File: src/rtl/b64_pkg.sv
// Shared types, constants and character mapping functions for the Base64 codec.
`default_nettype none

package b64_pkg;

  // Storage sizes
  localparam int B64_QUEUE_DEPTH = 4;
  localparam int B64_ACC_W       = 12;
  localparam int B64_CNT_W       = 4;
  localparam int B64_MAX_CHARS   = 4;

  // Character and symbol codes
  localparam logic [7:0] B64_PAD_CHAR = 8'h3D;
  localparam logic [6:0] B64_SYM_PAD  = 7'd64;
  localparam logic [6:0] B64_SYM_BAD  = 7'd65;
  localparam logic       B64_MODE_ENC = 1'b0;

  // One queued work record: up to four result beats from a single input beat
  typedef struct packed {
    logic [B64_MAX_CHARS-1:0][7:0] chars;
    logic [2:0]                    n;
    logic                          last;
    logic                          no_data;
  } b64_rec_t;

  // 6-bit index to alphabet character
  function automatic logic [7:0] b64_char(input logic [5:0] idx);
    logic [7:0] c;
    if (idx < 6'd26) begin
      c = 8'h41 + {2'b00, idx};
    end else if (idx < 6'd52) begin
      c = 8'd71 + {2'b00, idx};
    end else if (idx < 6'd62) begin
      c = {2'b00, idx} - 8'd4;
    end else if (idx == 6'd62) begin
      c = 8'h2B;
    end else begin
      c = 8'h2F;
    end
    return c;
  endfunction

  // Character to symbol value: 0..63 alphabet, pad code, or bad code
  function automatic logic [6:0] b64_sym(input logic [7:0] c);
    logic [7:0] d;
    logic [6:0] v;
    d = 8'd0;
    if (c >= 8'h41 && c <= 8'h5A) begin
      d = c - 8'h41;
      v = d[6:0];
    end else if (c >= 8'h61 && c <= 8'h7A) begin
      d = c - 8'd71;
      v = d[6:0];
    end else if (c >= 8'h30 && c <= 8'h39) begin
      d = c + 8'd4;
      v = d[6:0];
    end else if (c == 8'h2B) begin
      v = 7'd62;
    end else if (c == 8'h2F) begin
      v = 7'd63;
    end else if (c == B64_PAD_CHAR) begin
      v = B64_SYM_PAD;
    end else begin
      v = B64_SYM_BAD;
    end
    return v;
  endfunction

endpackage

`default_nettype wire

File: src/rtl/base64_codec.sv
// Top level of the streaming Base64 encoder and decoder.
//
//   Channel  Handshake    Payload
//   input    push / full  in_mode, in_data_in, in_last_in
//   result   empty / pop  out_data_out, out_last_out, out_no_data
//
// An input beat is taken when the record queue has room; it
// yields zero to four result beats. The back end sends one result beat per
// cycle while pop keeps taking them, so throughput is set by the result port.
// First result passes through a queue slot and then the result register
// before it shows on the result ports. Synchronous active-low reset clears
// the accumulator, the queue pointers and count, and the result valid flag.
// Stalls on pop back up into the queue and then raise full.
`default_nettype none

module base64_codec
  import b64_pkg::*;
#(
  parameter int QUEUE_DEPTH = B64_QUEUE_DEPTH
) (
  input  wire logic       clk,
  input  wire logic       rst_n,
  input  wire logic       push,
  output logic            full,
  input  wire logic       in_mode,
  input  wire logic [7:0] in_data_in,
  input  wire logic       in_last_in,
  output logic            empty,
  input  wire logic       pop,
  output logic [7:0]      out_data_out,
  output logic            out_last_out,
  output logic            out_no_data
);

  b64_rec_t wr_rec;
  b64_rec_t head_rec;
  logic     q_push;
  logic     q_full;
  logic     q_pop;
  logic     q_has_data;

  assign full = q_full;

  b64_front u_front (
    .clk      (clk),
    .rst_n    (rst_n),
    .in_valid (push),
    .in_mode  (in_mode),
    .in_data  (in_data_in),
    .in_last  (in_last_in),
    .q_full   (q_full),
    .q_push   (q_push),
    .q_rec    (wr_rec)
  );

  b64_queue #(
    .DEPTH (QUEUE_DEPTH)
  ) u_queue (
    .clk      (clk),
    .rst_n    (rst_n),
    .wr_en    (q_push),
    .wr_rec   (wr_rec),
    .full     (q_full),
    .rd_en    (q_pop),
    .rd_rec   (head_rec),
    .has_data (q_has_data)
  );

  b64_back u_back (
    .clk      (clk),
    .rst_n    (rst_n),
    .head     (head_rec),
    .has_data (q_has_data),
    .q_pop    (q_pop),
    .pop      (pop),
    .empty    (empty),
    .data_out (out_data_out),
    .last_out (out_last_out),
    .no_data  (out_no_data)
  );

endmodule

`default_nettype wire

File: src/rtl/b64_front.sv
// Front end: accepts input beats, updates the bit accumulator, builds work records.
`default_nettype none

module b64_front
  import b64_pkg::*;
(
  input  wire logic       clk,
  input  wire logic       rst_n,
  input  wire logic       in_valid,
  input  wire logic       in_mode,
  input  wire logic [7:0] in_data,
  input  wire logic       in_last,
  input  wire logic       q_full,
  output logic            q_push,
  output b64_rec_t        q_rec
);

  logic [B64_ACC_W-1:0] acc_r, acc_nxt;
  logic [B64_CNT_W-1:0] cnt_r, cnt_nxt;
  logic                 pad_r, pad_nxt;

  logic                 accept;
  logic                 keep;
  logic [B64_ACC_W-1:0] acc0;
  logic [B64_CNT_W-1:0] cnt0;
  logic [B64_ACC_W-1:0] acc_enc;
  logic [B64_ACC_W-1:0] acc_dec;
  logic [B64_CNT_W-1:0] cnt_dec;
  logic [B64_CNT_W-1:0] shamt;
  logic [B64_ACC_W-1:0] shifted;
  logic [6:0]           sym;

  assign accept = in_valid && !q_full;
  assign sym    = b64_sym(in_data);

  // Encoder keeps only bit counts left by whole bytes
  assign keep    = (cnt_r == 4'd0) || (cnt_r == 4'd2) || (cnt_r == 4'd4);
  assign acc0    = keep ? acc_r : '0;
  assign cnt0    = keep ? cnt_r : '0;
  assign acc_enc = {acc0[3:0], in_data};

  // Decoder accumulator path
  assign acc_dec = {acc_r[5:0], sym[5:0]};
  assign cnt_dec = cnt_r + 4'd6;
  assign shamt   = cnt_dec - 4'd8;
  assign shifted = acc_dec >> shamt;

  // Classify the beat and build its record
  always_comb begin
    acc_nxt         = acc_r;
    cnt_nxt         = cnt_r;
    pad_nxt         = pad_r;
    q_rec.chars     = '0;
    q_rec.n         = 3'd0;
    q_rec.last      = in_last;
    q_rec.no_data   = 1'b0;

    if (in_mode == B64_MODE_ENC) begin
      acc_nxt = acc_enc;
      case (cnt0)
        4'd0: begin
          q_rec.chars[0] = b64_char(acc_enc[7:2]);
          q_rec.n        = 3'd1;
          cnt_nxt        = 4'd2;
          if (in_last) begin
            q_rec.chars[1] = b64_char({acc_enc[1:0], 4'b0000});
            q_rec.chars[2] = B64_PAD_CHAR;
            q_rec.chars[3] = B64_PAD_CHAR;
            q_rec.n        = 3'd4;
          end
        end
        4'd2: begin
          q_rec.chars[0] = b64_char(acc_enc[9:4]);
          q_rec.n        = 3'd1;
          cnt_nxt        = 4'd4;
          if (in_last) begin
            q_rec.chars[1] = b64_char({acc_enc[3:0], 2'b00});
            q_rec.chars[2] = B64_PAD_CHAR;
            q_rec.n        = 3'd3;
          end
        end
        default: begin
          q_rec.chars[0] = b64_char(acc_enc[11:6]);
          q_rec.chars[1] = b64_char(acc_enc[5:0]);
          q_rec.n        = 3'd2;
          cnt_nxt        = 4'd0;
        end
      endcase
    end else begin
      if (!pad_r) begin
        if (sym == B64_SYM_PAD) begin
          pad_nxt = 1'b1;
        end else if (sym < B64_SYM_PAD) begin
          acc_nxt = acc_dec;
          cnt_nxt = cnt_dec;
          if (cnt_dec >= 4'd8) begin
            q_rec.chars[0] = shifted[7:0];
            q_rec.n        = 3'd1;
            cnt_nxt        = shamt;
          end
        end
      end
      // End of message with no byte: marker only
      if (in_last && (q_rec.n == 3'd0)) begin
        q_rec.n       = 3'd1;
        q_rec.no_data = 1'b1;
      end
    end

    // Message end clears all state
    if (in_last) begin
      acc_nxt = '0;
      cnt_nxt = '0;
      pad_nxt = 1'b0;
    end
  end

  assign q_push = accept && (q_rec.n != 3'd0);

  // State registers
  always_ff @(posedge clk) begin
    if (!rst_n) begin
      acc_r <= '0;
      cnt_r <= '0;
      pad_r <= 1'b0;
    end else if (accept) begin
      acc_r <= acc_nxt;
      cnt_r <= cnt_nxt;
      pad_r <= pad_nxt;
    end
  end

endmodule

`default_nettype wire

File: src/rtl/b64_queue.sv
// Short queue of work records between front and back ends.
`default_nettype none

module b64_queue
  import b64_pkg::*;
#(
  parameter int DEPTH = B64_QUEUE_DEPTH
) (
  input  wire logic      clk,
  input  wire logic      rst_n,
  input  wire logic      wr_en,
  input  wire b64_rec_t  wr_rec,
  output logic           full,
  input  wire logic      rd_en,
  output b64_rec_t       rd_rec,
  output logic           has_data
);

  localparam int PW = (DEPTH > 1) ? $clog2(DEPTH) : 1;
  localparam int CW = $clog2(DEPTH + 1);

  b64_rec_t         slots_r [DEPTH];
  logic [PW-1:0]    wr_ptr_r, wr_ptr_nxt;
  logic [PW-1:0]    rd_ptr_r, rd_ptr_nxt;
  logic [CW-1:0]    count_r, count_nxt;

  assign full     = (count_r == CW'(DEPTH));
  assign has_data = (count_r != '0);
  assign rd_rec   = slots_r[rd_ptr_r];

  // Pointer and fill count update
  always_comb begin
    wr_ptr_nxt = wr_ptr_r;
    rd_ptr_nxt = rd_ptr_r;
    count_nxt  = count_r;
    if (wr_en) begin
      wr_ptr_nxt = (wr_ptr_r == PW'(DEPTH - 1)) ? '0 : wr_ptr_r + 1'b1;
    end
    if (rd_en) begin
      rd_ptr_nxt = (rd_ptr_r == PW'(DEPTH - 1)) ? '0 : rd_ptr_r + 1'b1;
    end
    if (wr_en && !rd_en) begin
      count_nxt = count_r + 1'b1;
    end else if (rd_en && !wr_en) begin
      count_nxt = count_r - 1'b1;
    end
  end

  always_ff @(posedge clk) begin
    if (!rst_n) begin
      wr_ptr_r <= '0;
      rd_ptr_r <= '0;
      count_r  <= '0;
    end else begin
      wr_ptr_r <= wr_ptr_nxt;
      rd_ptr_r <= rd_ptr_nxt;
      count_r  <= count_nxt;
    end
  end

  // Record storage
  always_ff @(posedge clk) begin
    if (wr_en) begin
      slots_r[wr_ptr_r] <= wr_rec;
    end
  end

endmodule

`default_nettype wire

File: src/rtl/b64_back.sv
// Back end: walks each record one beat at a time into the result register.
`default_nettype none

module b64_back
  import b64_pkg::*;
(
  input  wire logic       clk,
  input  wire logic       rst_n,
  input  wire b64_rec_t   head,
  input  wire logic       has_data,
  output logic            q_pop,
  input  wire logic       pop,
  output logic            empty,
  output logic [7:0]      data_out,
  output logic            last_out,
  output logic            no_data
);

  logic [1:0] idx_r, idx_nxt;
  logic       valid_r, valid_nxt;
  logic [7:0] data_r;
  logic       last_r;
  logic       nodata_r;
  logic       load;
  logic       at_end;

  // Load a new beat when the result register is free or being taken
  assign load   = has_data && (!valid_r || pop);
  assign at_end = ({1'b0, idx_r} == (head.n - 3'd1));
  assign q_pop  = load && at_end;

  always_comb begin
    idx_nxt   = idx_r;
    valid_nxt = valid_r;
    if (load) begin
      idx_nxt   = at_end ? 2'd0 : idx_r + 2'd1;
      valid_nxt = 1'b1;
    end else if (pop) begin
      valid_nxt = 1'b0;
    end
  end

  always_ff @(posedge clk) begin
    if (!rst_n) begin
      idx_r   <= '0;
      valid_r <= 1'b0;
    end else begin
      idx_r   <= idx_nxt;
      valid_r <= valid_nxt;
    end
  end

  // Result payload
  always_ff @(posedge clk) begin
    if (load) begin
      data_r   <= head.chars[idx_r];
      last_r   <= head.last && at_end;
      nodata_r <= head.no_data;
    end
  end

  assign empty    = !valid_r;
  assign data_out = data_r;
  assign last_out = last_r;
  assign no_data  = nodata_r;

endmodule

`default_nettype wire

File: config.mk
export PLATFORM = sky130hd
export DESIGN_NAME = base64_codec
export DESIGN_NICKNAME = d
export VERILOG_FILES = /design/src/rtl/b64_pkg.sv /design/src/rtl/base64_codec.sv /design/src/rtl/b64_front.sv /design/src/rtl/b64_queue.sv /design/src/rtl/b64_back.sv
export SDC_FILE = /design/constraint.sdc
export NUM_CORES = 1
export LEC_CHECK = 0
export BUFFER_PORTS_ARGS = -buffer_cell sky130_fd_sc_hd__clkbuf_2
export CORE_AREA = 2 2 145 147
export DETAILED_ROUTE_END_ITERATION = 8
export DIE_AREA = 0 0 147 149
export SETUP_SLACK_MARGIN = 0.05
export SLEW_MARGIN = 15
export SYNTH_ARGS = -nofsm -noshare
export SYNTH_HDL_FRONTEND = slang
export SYNTH_SLANG_ARGS = --single-unit
File: constraint.sdc
create_clock -name clk -period 9.95 [get_ports clk]
set_clock_uncertainty 0.2 [all_clocks]
set_input_delay 0.995 -clock clk [delete_from_list [all_inputs] [get_ports clk]]
set_output_delay 0.995 -clock clk [all_outputs]
set_load 0.01 [all_outputs]
==> flow_results.org <==
** Run status
- Outcome :: finished clean

** Logic synthesis
- Share of synthesized registers carrying an async set or reset :: 0
- Among all flip-flop cells after synthesis, the most frequent one is sky130_fd_sc_hd__edfxtp_1.
- Of the synthesized area, sequential elements account for 0.440.
- The share of synthesized area in the top cell type comes to 0.385.
- Most common cell in the synthesized netlist :: sky130_fd_sc_hd__edfxtp_1
- After synthesis, the cell types taking the most area are sky130_fd_sc_hd__edfxtp_1, sky130_fd_sc_hd__mux4_2, sky130_fd_sc_hd__dfxtp_1.
- During synthesis, Yosys emitted a total of 0 warnings.
- The cell area that synthesis handed to floorplanning was ~8000 µm².
- Synth cell count leaders :: sky130_fd_sc_hd__edfxtp_1, sky130_fd_sc_hd__nand2_1, sky130_fd_sc_hd__a21oi_1, sky130_fd_sc_hd__nor2_1, sky130_fd_sc_hd__clkbuf_1
- Number of enable flip-flop cells after synthesis :: approximately 100
- The number of nets handed over by synthesis was between 800 and 900.
- Seq cells post-synth :: around 120
- Averaged over all synthesized cells, the footprint is just over 10 µm².
- Synthesis produced 771 cells.
- Of all cell types, the one taking the most synthesized area is sky130_fd_sc_hd__edfxtp_1.
- Distinct cell type count after synthesis :: 80

** Drt
- The first TritonRoute pass finished after 6 iterations.
- Summing over every cut layer, the via total after detailed routing is 6313.
- Routed wire length :: ~21000 µm
- After detailed routing, the number of remaining DRC violations is 0.
- Number of antenna-violating nets in the routed design :: 0
- In the final routed layout, each cell accounts on average for approximately 20 µm.
- Detailed routing placed a total of a little under 10000 µm of wire on met2.
- Using the TritonRoute via totals, the vias-per-cell ratio works out to approximately 6.0.
- Uppermost layer routed :: met4
- Count of routing violations after the opening detailed-route iteration :: between 500 and 600
- For this block, wires on met1 add up to 9450 µm.
- Wire segments on met3 add up to about 1200 µm in the final route.

** GRT
- Number of global-route vias before repair :: about 6000
- The first global-routing pass estimated approximately 33000 µm of wire.
- In the global route stage, overall resource usage came out at 0.196.
- Overflow after GRT :: 0
- The initial antenna violation count is 0.
- Entering global routing, the biggest net connects 27 pins.

** CTS
- The clock passes through at most 2 buffers.
- Clock tree from TritonCTS :: built
- Clock buffers created by TritonCTS :: 17
- CTS-repair resized insts :: 0
- Clock slew at reported path FFs :: 0.06 ns
- Post-CTS timing repair inserted 0 buffers for setup.
- CTS HTree Levels :: 4
- The root buffer cell chosen for the clock tree is sky130_fd_sc_hd__clkbuf_16.
- Clock latency reported for the late side of the worst-skew pair :: approximately 0.4 ns
- Number of clock sinks :: roughly 120
- Number of buffers added to fix hold violations after cts :: 0

** Timing
- Dividing the final minimum period by the clock period gives 0.486.
- Peak Freq :: between 0.2 and 0.25 GHz
- Setup repair after global routing left no endpoint under its margin.
- At the pin with the least slew margin, the transition time is between 1 and 1.5 ns.
- Relative slew slack :: 0.240
- Setup_tns :: 0 ns
- Number of hold violations in the final report :: 0
- Max-slew violation count :: 0
- Final critical delay including setup and external delays :: 4.84 ns
- Number of setup violations in the final report :: 0

** Floorplanning
- 26 I/O pins were placed.
- Placeable core region :: slightly above 20000 µm²
- Starting density of the core :: 0.387
- Std cell rows :: 53
- Total Die Area :: ~22000 µm²
- Die boundary height :: 149 µm
- The die is 147 µm wide.

** Layout
- Syn-to-layout area delta :: 11.8%
- Antenna diode count :: 0
- Number of standard cells in the final layout excluding fillers :: roughly 1100
- Share of post-route cells with drive strength above 1 :: 0.141
- In the final design database the tool counted a little over 800 nets.

** Critical path
- STA classifies the critical path startpoint as an input pin.
- The kind of cell with the highest combined delay along the critical path is compound AO/OA/AOI/OAI gates.
- Highest-delay cell along the critical path :: sky130_fd_sc_hd__clkinv_1
- Setup crit start :: in_data_in[4]
- Total buffers and inverters traversed by the critical path :: 4
- For this run, the slowest stage of the critical path takes slightly above 0.4 ns.
- Worst Setup End Kind :: flip-flop
- STA puts the critical path data required time at roughly 10 ns.
- The critical path in this run is classified as in2reg.
- WP data arrival :: 4.97 ns
- Cell-by-cell trace of the critical path :: clkbuf_2 > clkinv_1 > ha_1 > inv_1 > o221ai_2 > and3_1 > a32o_1 > o31a_1 > nor2_1 > ha_1 > inv_1 > fa_1 > xor2_1 > or3_1 > a21oi_1
- Crit-path max FO :: 18
- Beginning of the worst register-to-register path :: u_front.cnt_r[1]$_SDFFE_PN0P_

** Place
- Including well taps, the total number of placed cells is between 1000 and 1500.
- The HPWL after detailed placement is 14900 µm.
- The congestion estimate from routability-driven global placement came to approximately 0.94.
- During placement, the flow inserted port buffers numbering 25.

** Pwr
- Max VDD drop :: approximately 0.00014 V
- Power spread over the standard cell area amounts to between 150 and 200 nW/µm².
- Leakage power figure :: 3.14 nW

** Min path
- Min-Delay Startpoint :: u_front.acc_r[4]$_SDFFE_PN0P_
- The path class of the tightest hold or removal check is reg2reg.

** Flow run
- Max-cap violations in this run came to 0.
==> report_power, final <==
group          switching [mW]  internal, mW  total, mW
Combinational           0.247         0.182      0.430
Clock                   0.219         0.419      0.638
Sequential             0.0572         0.654      0.711
Total                   0.524          1.26       1.78
==> per-stage QoR <==
stage	power [mW]	utilization	hold slack, ns	cell area, µm²	worst slack [ns]
2_1_floorplan	1.02	-	0.229	7960	5.26
3_3_place_gp	1.15	0.402	0.249	8270	4.88
3_5_place_dp	1.15	0.402	0.251	8270	4.76
4_1_cts	1.79	0.433	0.269	8900	5.18
5_1_grt	1.87	0.433	0.304	8900	4.86
6_report	1.78	0.433	0.268	8900	5.11
==> per-layer routing <==
| layer | global-route usage | vias to the layer above |
|---|---|---|
| met5 | 0 | - |
| met4 | 0.0769 | 0 |
| met3 | 0.0315 | 41 |
| met2 | 0.317 | 299 |
| met1 | 0.265 | 3015 |
| li1 | - | 2958 |
==> layout by cell type (no fill, tap or decap), types with 5 or more instances in the layout <==
cell type and instances:
sky130_fd_sc_hd__a211oi_1 14, sky130_fd_sc_hd__a21o_1 10, sky130_fd_sc_hd__a21oi_1 54, sky130_fd_sc_hd__a221oi_1 7
sky130_fd_sc_hd__a31oi_1 14, sky130_fd_sc_hd__and2_1 5, sky130_fd_sc_hd__and3_1 10, sky130_fd_sc_hd__buf_4 10
sky130_fd_sc_hd__clkbuf_16 17, sky130_fd_sc_hd__clkbuf_2 25, sky130_fd_sc_hd__clkinv_1 6, sky130_fd_sc_hd__dfxtp_1 21
sky130_fd_sc_hd__edfxtp_1 102, sky130_fd_sc_hd__ha_1 31, sky130_fd_sc_hd__inv_1 26, sky130_fd_sc_hd__mux2i_1 19
sky130_fd_sc_hd__mux4_2 23, sky130_fd_sc_hd__nand2_1 60, sky130_fd_sc_hd__nand2b_1 8, sky130_fd_sc_hd__nand3_1 24
sky130_fd_sc_hd__nand4_1 6, sky130_fd_sc_hd__nor2_1 50, sky130_fd_sc_hd__nor2b_1 13, sky130_fd_sc_hd__nor3_1 24
sky130_fd_sc_hd__o211ai_1 7, sky130_fd_sc_hd__o21ai_0 40, sky130_fd_sc_hd__o22ai_1 7, sky130_fd_sc_hd__o2bb2ai_1 6
sky130_fd_sc_hd__o31ai_1 6, sky130_fd_sc_hd__o32ai_1 6, sky130_fd_sc_hd__or3_1 11, sky130_fd_sc_hd__xnor2_1 19
sky130_fd_sc_hd__xor2_1 6
==> final cells by class <==
| type | instances | area (µm²) |
|---|---|---|
| clock inverters | 15 | 196 |
| clock buffers | 17 | 425 |
| fillers | 1998 | 11700 |
| multi-input cells | 560 | 4110 |
| inverters | 31 | 116 |
| repair buffers | 35 | 200 |
| flip-flops and latches | 124 | 3500 |
| well taps | 275 | 344 |
==> final timing paths <==
path / endpoint / slack [ns] / depth (start not counted)
worst min register to register: u_front.acc_r[4]$_SDFFE_PN0P_ / 0.27 / 1
worst max-delay path: u_queue.count_r[2]$_SDFFE_PN0P_ / 5.11 / 15
worst min-delay path: u_front.acc_r[4]$_SDFFE_PN0P_ / 0.27 / 1
worst max register to register: u_queue.slots_r[3][9]$_DFFE_PP_ / 5.70 / 12
==> sequential cells by signal, summed over array words and instances (netlist names), named ones only <==
register and count:
u_queue.slots_r 92, u_front.pad_r 1, u_back.valid_r 1, u_queue.wr_ptr_r 2, u_front.cnt_r 3, u_back.data_out 8, u_back.last_out 1, u_front.acc_r 6
u_queue.count_r 3, u_queue.rd_ptr_r 2, u_back.idx_r 2, u_back.no_data 1
==> cell families (layout without fill, tap and decap cells) <==
logic type | count (synthesis) | after routing | share of synthesized area
AND/OR/NAND/NOR | 231 | 231 | 0.143
AO/OA/AOI/OAI | 225 | 225 | 0.196
flip-flops | 124 | 124 | 0.440
buffers and inverters | 87 | 98 | 0.0437
multiplexers | 47 | 47 | 0.0979
adder cells (fa/ha/maj) | 32 | 32 | 0.0512
XOR/XNOR | 25 | 25 | 0.0275
==> worst register-to-register path, stage by stage (launching register included) <==
cell	delay (ns)
sky130_fd_sc_hd__dfxtp_1	0.52
sky130_fd_sc_hd__a21oi_1	0.23
sky130_fd_sc_hd__buf_4	0.22
sky130_fd_sc_hd__nand2_1	0.21
sky130_fd_sc_hd__inv_1	0.28
sky130_fd_sc_hd__ha_1	0.43
sky130_fd_sc_hd__nand2b_1	0.38
sky130_fd_sc_hd__o21a_1	0.22
sky130_fd_sc_hd__a2111oi_0	0.42
sky130_fd_sc_hd__a21oi_1	0.08
sky130_fd_sc_hd__o22ai_1	0.18
sky130_fd_sc_hd__a211oi_1	0.09
sky130_fd_sc_hd__o22ai_1	0.50
Power figures use the tool's default switching activity.
